--- src/rtl/core/arffn_pkg.sv ---
`timescale 1ns / 1ps

package arffn_pkg;

  localparam logic [7:0] CH_NUL     = 8'h00;
  localparam logic [7:0] CH_NL      = 8'h0A;
  localparam logic [7:0] CH_SPACE   = 8'h20;
  localparam logic [7:0] CH_DQUOTE  = 8'h22;
  localparam logic [7:0] CH_PCT     = 8'h25;
  localparam logic [7:0] CH_SQUOTE  = 8'h27;
  localparam logic [7:0] CH_QMARK   = 8'h3F;
  localparam logic [7:0] CH_N       = 8'h4E;
  localparam logic [7:0] CH_A       = 8'h41;
  localparam logic [7:0] CH_BSLASH  = 8'h5C;
  localparam logic [7:0] CH_LOWER_N = 8'h6E;

  // One classified item: one or two result bytes, done applies to the last.
  typedef struct packed {
    logic       two;
    logic [7:0] c0;
    logic [7:0] c1;
    logic       done;
  } cmd_t;

endpackage

--- src/rtl/core/arff_data_line_normalizer.sv ---
`timescale 1ns / 1ps
// Data-line normalizer: one line byte per item in, normalized bytes out.
// Input side: drive in_char with in_push; the byte is taken on a clock edge
// where in_push is high and in_full is low. A zero byte ends the line.
// Output side: while out_empty is low, out_char/out_run_last/out_line_done
// show the oldest result; it is taken on an edge with out_pop high.
// Each item gives zero, one or two results; out_run_last marks the last
// result of an item and out_line_done marks the line terminator.
// A result is written into the queue and then into the output stage register.
// Throughput: one item per cycle while in_full is low; the output stage sends
// one byte per cycle while out_pop is high, so two-byte items ('?', '%', escaped
// double quote) hold it for both bytes. A QUEUE_DEPTH-entry queue between the
// classifier and the output stage absorbs these and short output stalls; when it
// fills, in_full rises until out_pop drains it.
// Reset (rst_n low, synchronous) clears the quote, escape and comment state
// and empties the queue and the output stage.
module arff_data_line_normalizer #(
  parameter int QUEUE_DEPTH = 4
) (
  input  logic       clk,
  input  logic       rst_n,
  input  logic       in_push,
  input  logic [7:0] in_char,
  output logic       in_full,
  output logic       out_empty,
  input  logic       out_pop,
  output logic [7:0] out_char,
  output logic       out_run_last,
  output logic       out_line_done
);
  import arffn_pkg::*;

  cmd_t cmd, q_data;
  logic cmd_valid;
  logic accept;
  logic q_full, q_empty, q_pop;

  assign in_full = q_full;
  assign accept  = in_push && !q_full;

  arffn_front u_front (
    .clk       (clk),
    .rst_n     (rst_n),
    .accept    (accept),
    .in_char   (in_char),
    .cmd_valid (cmd_valid),
    .cmd       (cmd)
  );

  arffn_queue #(
    .DEPTH (QUEUE_DEPTH)
  ) u_queue (
    .clk     (clk),
    .rst_n   (rst_n),
    .wr_en   (accept && cmd_valid),
    .wr_data (cmd),
    .rd_en   (q_pop),
    .rd_data (q_data),
    .full    (q_full),
    .empty   (q_empty)
  );

  arffn_back u_back (
    .clk           (clk),
    .rst_n         (rst_n),
    .q_empty       (q_empty),
    .q_data        (q_data),
    .q_pop         (q_pop),
    .out_empty     (out_empty),
    .out_pop       (out_pop),
    .out_char      (out_char),
    .out_run_last  (out_run_last),
    .out_line_done (out_line_done)
  );

endmodule

--- src/rtl/core/arffn_front.sv ---
`timescale 1ns / 1ps

module arffn_front (
  input  logic               clk,
  input  logic               rst_n,
  input  logic               accept,
  input  logic [7:0]         in_char,
  output logic               cmd_valid,
  output arffn_pkg::cmd_t    cmd
);
  import arffn_pkg::*;

  logic inq_r, single_r, esc_r, skip_r;
  logic inq_nxt, single_nxt, esc_nxt, skip_nxt;
  logic [7:0] open_q;

  assign open_q = single_r ? CH_SQUOTE : CH_DQUOTE;

  always_comb begin
    cmd_valid  = 1'b0;
    cmd        = '{two: 1'b0, c0: in_char, c1: CH_NUL, done: 1'b0};
    inq_nxt    = inq_r;
    single_nxt = single_r;
    esc_nxt    = esc_r;
    skip_nxt   = skip_r;
    if (skip_r) begin
      if (in_char == CH_NUL) begin
        inq_nxt    = 1'b0;
        single_nxt = 1'b0;
        esc_nxt    = 1'b0;
        skip_nxt   = 1'b0;
      end
    end else if (in_char == CH_NUL) begin
      cmd_valid  = 1'b1;
      cmd.c0     = CH_NUL;
      cmd.done   = 1'b1;
      inq_nxt    = 1'b0;
      single_nxt = 1'b0;
      esc_nxt    = 1'b0;
      skip_nxt   = 1'b0;
    end else if (inq_r) begin
      esc_nxt = 1'b0;
      if (esc_r && in_char == CH_LOWER_N) begin
        cmd_valid = 1'b1;
        cmd.c0    = CH_NL;
      end else if (esc_r && in_char == CH_SQUOTE && single_r) begin
        cmd_valid = 1'b1;
        cmd.c0    = CH_SQUOTE;
      end else if (esc_r && in_char == CH_DQUOTE) begin
        cmd_valid = 1'b1;
        cmd.two   = 1'b1;
        cmd.c0    = CH_BSLASH;
        cmd.c1    = CH_DQUOTE;
      end else if (in_char == open_q) begin
        cmd_valid  = 1'b1;
        cmd.c0     = CH_DQUOTE;
        inq_nxt    = 1'b0;
        single_nxt = 1'b0;
      end else if (in_char == CH_BSLASH) begin
        esc_nxt = 1'b1;
      end else begin
        cmd_valid = 1'b1;
      end
    end else if (in_char == CH_PCT) begin
      cmd_valid = 1'b1;
      cmd.two   = 1'b1;
      cmd.c0    = CH_NL;
      cmd.c1    = CH_NUL;
      cmd.done  = 1'b1;
      skip_nxt  = 1'b1;
    end else if (in_char == CH_SQUOTE || in_char == CH_DQUOTE) begin
      cmd_valid  = 1'b1;
      cmd.c0     = CH_DQUOTE;
      inq_nxt    = 1'b1;
      single_nxt = (in_char == CH_SQUOTE);
      esc_nxt    = 1'b0;
    end else if (in_char == CH_SPACE) begin
      cmd_valid = 1'b0;
    end else if (in_char == CH_QMARK) begin
      cmd_valid = 1'b1;
      cmd.two   = 1'b1;
      cmd.c0    = CH_N;
      cmd.c1    = CH_A;
    end else begin
      cmd_valid = 1'b1;
    end
  end

  always_ff @(posedge clk) begin
    if (!rst_n) begin
      inq_r    <= 1'b0;
      single_r <= 1'b0;
      esc_r    <= 1'b0;
      skip_r   <= 1'b0;
    end else if (accept) begin
      inq_r    <= inq_nxt;
      single_r <= single_nxt;
      esc_r    <= esc_nxt;
      skip_r   <= skip_nxt;
    end
  end

endmodule

--- src/rtl/core/arffn_queue.sv ---
`timescale 1ns / 1ps

module arffn_queue #(
  parameter int DEPTH = 4
) (
  input  logic            clk,
  input  logic            rst_n,
  input  logic            wr_en,
  input  arffn_pkg::cmd_t wr_data,
  input  logic            rd_en,
  output arffn_pkg::cmd_t rd_data,
  output logic            full,
  output logic            empty
);
  import arffn_pkg::*;

  localparam int AW = (DEPTH > 1) ? $clog2(DEPTH) : 1;
  localparam int CW = $clog2(DEPTH + 1);
  localparam logic [AW-1:0] LAST = AW'(DEPTH - 1);
  localparam logic [CW-1:0] FULLC = CW'(DEPTH);

  cmd_t          mem_r [DEPTH];
  logic [AW-1:0] wp_r, rp_r;
  logic [CW-1:0] cnt_r;
  logic          do_wr, do_rd;

  assign full    = (cnt_r == FULLC);
  assign empty   = (cnt_r == '0);
  assign do_wr   = wr_en && !full;
  assign do_rd   = rd_en && !empty;
  assign rd_data = mem_r[rp_r];

  always_ff @(posedge clk) begin
    if (do_wr) begin
      mem_r[wp_r] <= wr_data;
    end
  end

  always_ff @(posedge clk) begin
    if (!rst_n) begin
      wp_r  <= '0;
      rp_r  <= '0;
      cnt_r <= '0;
    end else begin
      if (do_wr) begin
        wp_r <= (wp_r == LAST) ? '0 : wp_r + 1'b1;
      end
      if (do_rd) begin
        rp_r <= (rp_r == LAST) ? '0 : rp_r + 1'b1;
      end
      if (do_wr && !do_rd) begin
        cnt_r <= cnt_r + 1'b1;
      end else if (do_rd && !do_wr) begin
        cnt_r <= cnt_r - 1'b1;
      end
    end
  end

endmodule

--- src/rtl/core/arffn_back.sv ---
`timescale 1ns / 1ps

module arffn_back (
  input  logic            clk,
  input  logic            rst_n,
  input  logic            q_empty,
  input  arffn_pkg::cmd_t q_data,
  output logic            q_pop,
  output logic            out_empty,
  input  logic            out_pop,
  output logic [7:0]      out_char,
  output logic            out_run_last,
  output logic            out_line_done
);
  import arffn_pkg::*;

  cmd_t cur_r;
  logic valid_r;
  logic phase_r;
  logic last_beat;
  logic take;

  assign last_beat     = !cur_r.two || phase_r;
  assign take          = out_pop && valid_r;
  assign q_pop         = !q_empty && (!valid_r || (take && last_beat));
  assign out_empty     = !valid_r;
  assign out_char      = phase_r ? cur_r.c1 : cur_r.c0;
  assign out_run_last  = last_beat;
  assign out_line_done = last_beat && cur_r.done;

  always_ff @(posedge clk) begin
    if (q_pop) begin
      cur_r <= q_data;
    end
  end

  always_ff @(posedge clk) begin
    if (!rst_n) begin
      valid_r <= 1'b0;
      phase_r <= 1'b0;
    end else if (q_pop) begin
      valid_r <= 1'b1;
      phase_r <= 1'b0;
    end else if (take) begin
      if (last_beat) begin
        valid_r <= 1'b0;
        phase_r <= 1'b0;
      end else begin
        phase_r <= 1'b1;
      end
    end
  end

endmodule
--- config.mk ---
export PLATFORM = sky130hd
export DESIGN_NAME = arff_data_line_normalizer
export DESIGN_NICKNAME = d
export VERILOG_FILES = /design/src/rtl/core/arffn_pkg.sv /design/src/rtl/core/arff_data_line_normalizer.sv /design/src/rtl/core/arffn_front.sv /design/src/rtl/core/arffn_queue.sv /design/src/rtl/core/arffn_back.sv
export SDC_FILE = /design/constraint.sdc
export NUM_CORES = 1
export LEC_CHECK = 0
export BUFFER_PORTS_ARGS = -buffer_cell sky130_fd_sc_hd__buf_2
export CORE_ASPECT_RATIO = 1.2
export CORE_MARGIN = 2
export CORE_UTILIZATION = 55
export CTS_CLUSTER_DIAMETER = 100
export DETAILED_ROUTE_END_ITERATION = 8
export GPL_ROUTABILITY_DRIVEN = 0
export PLACE_DENSITY = 0.74
export SLEW_MARGIN = 5
export SYNTH_ARGS = -nofsm -noshare
export SYNTH_HDL_FRONTEND = slang
export SYNTH_SLANG_ARGS = --single-unit
--- constraint.sdc ---
create_clock -name clk -period 5.8 [get_ports clk]
set_input_delay 0.58 -clock clk [delete_from_list [all_inputs] [get_ports clk]]
set_output_delay 0.58 -clock clk [all_outputs]
set_load 0.05 [all_outputs]
== Word level (Yosys, flattened, before mapping) ==
Memory sizes are Yosys's and may differ from the RTL's. A register that Yosys moved wholly into a read port is not among the register bits.
Index checks and enable logic that the tools add are counted.

* Memories: 1
* Bits of input ports: 12
* Logic and storage cells: 145
* Register bits: 13
* Bits in writable memories: 72

{| class="wikitable"
|+ Memories
! name !! words !! width !! rd ports !! clocked after memory_dff !! write ports !! RTL line !! source
|-
| u_queue.mem_r || 4 || 18 || 1 || 1 || 1 || arffn_queue.sv:22 || <nowiki>cmd_t mem_r [DEPTH];</nowiki>
|}

* Equal/unequal tests: 17
* Bitwise logic cells: 1
* Muxes and demuxes: 79
* $add $sub $neg: 4
* Reduce and logical (&&, ||, !) cells: 34

{| class="wikitable"
|+ Operators with widths
! cell !! count
|-
| 8-bit two-way mux || 9
|-
| 17-bit two-way mux || 4
|-
| 1-bit two-way mux || 57
|-
| 8-bit by 6-bit == test with 1-bit output, second input constant || 5
|-
| 18-bit two-way mux || 1
|-
| 6-bit two-way mux || 3
|-
| 8-bit by 7-bit == test with 1-bit output, second input constant || 2
|-
| 1-bit logical AND || 14
|-
| 3-bit != test, second input constant || 4
|-
| 3-bit two-way mux || 3
|-
| 8-bit == test || 1
|-
| 8-bit zero test || 1
|-
| 8-bit AND reduction || 1
|-
| 1-bit zero test || 6
|-
| 2-bit nonzero test || 3
|-
| 2-bit by 1-bit adder with 2-bit output, second input constant || 2
|-
| 2-bit == test, second input constant || 2
|-
| 2-bit two-way mux || 2
|-
| 2-bit AND reduction || 2
|-
| 4-bit AND reduction || 1
|-
| 3-bit by 1-bit adder with 3-bit output, second input constant || 1
|-
| 3-bit == test, second input constant || 1
|-
| 3-bit zero test || 1
|-
| 1-bit logical OR || 3
|-
| other kinds (6) || 6
|}

== Logic depth before layout (Yosys ltp) ==
* Depth in word-level cells: 15
* Gate-level depth with buffers: 10
* Gate-level depth less buffers: 10

== Hierarchy ==
Synthesis repeated with hierarchy kept, for this count alone.

* Cell total of the unflattened synthesis: 289
* Area, all modules: 4596.9 µm²

{| class="wikitable"
|+ By module, submodules not included
! module !! seq. area each (µm²) !! area each (µm²) !! times used !! cells each
|-
| arffn_queue || 2342.2 || 3119.2 || 1 || 145
|-
| arffn_back || 580.6 || 767.0 || 1 || 41
|-
| arffn_front || 80.1 || 695.7 || 1 || 101
|-
| arff_data_line_normalizer || 0.0 || 15.0 || 1 || 2
|}

== Worst setup path before layout ==
OpenSTA, ideal clock, no wires.

* Path kind: reg2reg
* Start: register u_queue.cnt_r[0]
* End: register u_queue.cnt_r[2]
* Data required time: 5.724 ns
* Clock period less this slack: 3.049 ns
* Slack: 2.751 ns
* Data arrival time: 2.973 ns
* Cell stages (with the launch flop): 10
* Cells stage by stage: dfxtp_1 nor3b_1 or2b_1 nor4_4 ha_1 inv_1 fa_1 xor2_1 or3_1 a21boi_0

* Word-level cells in the longest chain between the ends: 8

{| class="wikitable"
|+ RTL lines
! item !! RTL line !! source
|-
| from (decl) || arffn_queue.sv:24 || <nowiki>logic [CW-1:0] cnt_r;</nowiki>
|-
| from (signal assigned) || arffn_queue.sv:52 || <nowiki>cnt_r <= cnt_r + 1'b1;</nowiki>
|-
| from (signal assigned) || arffn_queue.sv:54 || <nowiki>cnt_r <= cnt_r - 1'b1;</nowiki>
|-
| 3-bit == test (*) || arffn_queue.sv:27 || <nowiki>assign full = (cnt_r == FULLC);</nowiki>
|-
| net in_full || arff_data_line_normalizer.sv:24 || <nowiki>output logic in_full,</nowiki>
|-
| 1-bit zero test (*) || arff_data_line_normalizer.sv:39, arffn_queue.sv:29 ||
|-
| 1-bit logical AND || arff_data_line_normalizer.sv:39 || <nowiki>assign accept = in_push && !q_full;</nowiki>
|-
| 1-bit logical AND || arff_data_line_normalizer.sv:55 || <nowiki>.wr_en (accept && cmd_valid),</nowiki>
|-
| 1-bit logical AND (*) || arffn_queue.sv:29 || <nowiki>assign do_wr = wr_en && !full;</nowiki>
|-
| net u_queue.do_wr || arffn_queue.sv:25 || <nowiki>logic do_wr, do_rd;</nowiki>
|-
| 1-bit zero test || arffn_queue.sv:53 || <nowiki>end else if (do_rd && !do_wr) begin</nowiki>
|-
| 1-bit logical AND || arffn_queue.sv:53 ||
|-
| 2-bit nonzero test (no source line) || n/a ||
|}

The timed path passes the listed nets; every way through them passes the cells marked *. The select of a mux whose other input is x is not followed.
A chain may end at the register's enable or synchronous reset.

== Worst setup path after layout ==
* Start: register u_front.inq_r
* End: register u_queue.cnt_r[2]

* Word-level cells in the longest chain between the ends: 8

{| class="wikitable"
|+ RTL lines
! item !! RTL line !! source
|-
| from (decl) || arffn_front.sv:13 || <nowiki>logic inq_r, single_r, esc_r, skip_r;</nowiki>
|-
| from (signal assigned) || arffn_front.sv:96 || <nowiki>inq_r <= inq_nxt;</nowiki>
|-
| 1-bit two-way mux (*) || arffn_front.sv:41 || <nowiki>end else if (inq_r) begin</nowiki>
|-
| 1-bit two-way mux (*) || arffn_front.sv:33 || <nowiki>end else if (in_char == CH_NUL) begin</nowiki>
|-
| 1-bit two-way mux (*) || arffn_front.sv:26 || <nowiki>if (skip_r) begin</nowiki>
|-
| 1-bit logical AND (*) || arff_data_line_normalizer.sv:55 ||
|-
| 1-bit logical AND (*) || arffn_queue.sv:29 ||
|-
| net u_queue.do_wr || arffn_queue.sv:25 ||
|-
| 1-bit zero test || arffn_queue.sv:53 ||
|-
| 1-bit logical AND || arffn_queue.sv:53 ||
|-
| 2-bit nonzero test (no source line) || n/a ||
|}

The timed path passes the listed nets; every way through them passes the cells marked *.

==> flow_summary.json <==
{
  "status": "finished, final reports clean",
  "die_x_um": 76.5,
  "leakage_nw": 1.36,
  "cts_buffers": 9,
  "fin_skew_ps": 4.25,
  "clockRootBuffer": "clkbuf_8",
  "synth_ff_type": "edfxtp_1",
  "comb_power_share_pct": 30.5,
  "drive_gt1_share_pct": 21.5,
  "top_level_ports": 24,
  "hold_ws_ps": 508,
  "min_period_ps": 2840,
  "yosysWarnings": 0,
  "dp_hpwl_mm": 4.11,
  "row_count": 31,
  "yosysUniqueCellTypes": 56,
  "cp-start-kind": "flop",
  "overflow": 0,
  "rsz0062_at_grt": "no",
  "r2r-start": "u_front.inq_r",
  "cts_sinks": 73,
  "final_cell_count_no_fill": 361,
  "hold_depth": 2,
  "syn_area_sq_mm": 0.00347,
  "maxCapViolCount": 0,
  "die_y_um": 91.0,
  "start_util_pct": 57.3,
  "grt_first_pass_wirelength_mm": 10.1,
  "slew_headroom_pct": 38.6,
  "grt_usage_pct": 19.2,
  "totalWireLength_mm": 5.99,
  "core-area_sq_mm": 0.00605,
  "yosysMostFrequentCell": "edfxtp_1",
  "dp.cells": 346,
  "hold_buffers": 0,
  "synth_area_leaders": "edfxtp_1 52%, mux4_2 7.8%, dfxtp_1 7.5%",
  "drc": 0,
  "worstPathRequired_ps": 6070,
  "min-delay-start": "u_back.valid_r",
  "cp_slowest_cell": "dfxtp_1",
  "synth-seq-cells": 73,
  "ys_seq_area_share_pct": 59.5,
  "drt_iter0_drc": 95,
  "via_per_inst": 5.86,
  "area_delta_synth_final_pct": 10.4,
  "postCtsSetupBuffers": 0,
  "fmax_ghz": 0.352,
  "synth_edf_count": 60,
  "wl_per_cell_um": 16.6,
  "arrival_ps": 3110,
  "p_sw_share_pct": 33.9,
  "avgSynthCellArea_sq_um": 13.7,
  "ant_nets": 0,
  "power_frac_clock_pct": 24.5,
  "finalHoldViolCount": 0,
  "synthCells": 253,
  "ys_top_cells_by_count": "60 x edfxtp_1, 18 x nand2_1, 15 x o21ai_0",
  "reg2reg_to": "u_queue.cnt_r[2]",
  "synth_top_area_share_pct": 51.9,
  "setup_viol": 0,
  "path_max_fanout": 12,
  "final.period_utilization_pct": 49.0,
  "async_flop_share_pct": 0,
  "htreeDepth": 3,
  "grt_max_degree": 16,
  "slew_viol_final": 0,
  "ctsResizeCount": 0,
  "p_int_mw": 1.12,
  "cts_tree": "built",
  "criticalPathCategory": "flop to flop",
  "clk_pin_slew_ps": 70,
  "power.switching_uw": 575,
  "vias": 2117,
  "antenna_found_initial": 0,
  "drt_first_pass_iters": 4,
  "slowest_delay_ps": 660,
  "cellPowerDensity_mw_per_mm2": 443,
  "grt_pass1_vias": 2014,
  "fin_nets": 294,
  "whs_endpoint": "u_back.valid_r",
  "io_buffers": 23,
  "reg2regPathDepth": 9,
  "totalPowerFinal_mw": 1.70,
  "diodes": 0,
  "reg2reg_setup_slack_ps": 2960,
  "hold_path.class": "flop to flop",
  "die-area_sq_mm": 0.00696,
  "seqPwrFrac_pct": 45.0,
  "peakVddDrop_mv": 0.177,
  "end_kind": "flop",
  "clockBufferDepth": 2,
  "crit_chain": "or4_1 -> nor3_1 -> nor4_4 -> ha_1 -> inv_1 -> fa_1 -> xor2_1 -> or3_1 -> a21boi_0",
  "tightest_slew_ps": 920,
  "setup_ws_ps": 2960,
  "setup_tns_ps": 0,
  "yosys.area.top_type": "edfxtp_1",
  "synth_nets": 272,
  "clk-insertion-delay-late_ps": 340,
  "dp_slack_ps": 2730
}
[power by group through the flow]
| stage | logic [mW] | clock network [mW] | registers, mW |
|---|---|---|---|
| floorplan | 0.454 | 0 | 0.728 |
| global placement | 0.510 | 0 | 0.776 |
| detailed placement | 0.520 | 0 | 0.779 |
| CTS | 0.525 | 0.425 | 0.769 |
| global route | 0.559 | 0.448 | 0.783 |
| finish | 0.518 | 0.416 | 0.765 |
[stage by stage]
stage                     utilization (%)  instance area (sq um)
final                                63.3                   3830
after global routing                 63.3                   3830
after CTS                            63.3                   3830
after detailed placement             59.8                   3620
after global placement               59.8                   3620
after floorplan                         -                   3470
[flip-flops by register name, indices dropped and copies added, names as in the netlist]
| register | flops |
|---|---|
| u_queue.cnt_r | 3 |
| u_front.inq_r | 1 |
| u_front.single_r | 1 |
| u_queue.mem_r | 48 |
| u_queue.wp_r | 2 |
| u_back.phase_r | 1 |
| u_back.valid_r | 1 |
| u_queue.rp_r | 2 |
| u_front.esc_r | 1 |
| u_back.cur_r | 12 |
| u_front.skip_r | 1 |
[critical path: cells and delay by family (launching register included)]
kind	cells	cell delay, ps
and+or+nand+nor	4	1010
xor gates and xnor gates	1	150
buffers and inverters	1	70
DFF	1	660
AOI/OAI and AO/OA	1	180
adders and majority gates	2	690
[worst max-delay path by stage]
stage	start	endpoint	slack, ps	cells after the start
after detailed placement	in_char[7]	u_queue.cnt_r[2]	2730	10
after floorplan	u_queue.cnt_r[0]	u_queue.cnt_r[2]	2750	9
final	u_front.inq_r	u_queue.cnt_r[2]	2960	9
after global routing	u_front.inq_r	u_queue.cnt_r[2]	2790	9
after CTS	u_front.inq_r	u_queue.cnt_r[2]	2950	9
after global placement	in_char[4]	u_queue.cnt_r[2]	2800	10
[cell type report]
class | count | area, sq um
Fill cell | 487 | 2220
Sequential cell | 73 | 2060
Multi-Input combinational cell | 154 | 1280
Clock buffer | 9 | 124
Timing Repair Buffer | 24 | 123
Tap cell | 82 | 103
Clock inverter | 6 | 83.8
Inverter | 13 | 48.8
[routing by layer]
| layer | vias up | track usage, % | wire length, um |
|---|---|---|---|
| met5 | - | 0 | 0 |
| met4 | 0 | 7.73 | 72 |
| met3 | 4 | 5.57 | 281 |
| li1 | 1002 | - | - |
| met2 | 62 | 31.3 | 3070 |
| met1 | 1049 | 24.2 | 2570 |
[cells by family after synthesis]
family	Yosys count	share of synthesized area, %
adders and majority gates	7	2.74
xor gates and xnor gates	3	0.758
muxes	18	9.52
buffers and inverters	26	3.50
and+or+nand+nor	79	14.0
AOI/OAI and AO/OA	47	10.1
DFF	73	59.5
[cells in the final DEF (no fill, tap or decap), drive strengths merged, types with 4 or more instances in the layout]
cell    count
a21boi      4
a21oi       8
and2        9
buf        24
clkbuf      9
clkinv      4
dfxtp      13
edfxtp     60
ha          6
inv        13
mux2i       6
mux4       12
nand2      18
nand4       4
nor2       10
nor2b       9
nor3        7
o21ai      15
or4         4
(Power assumes the default switching activity.)
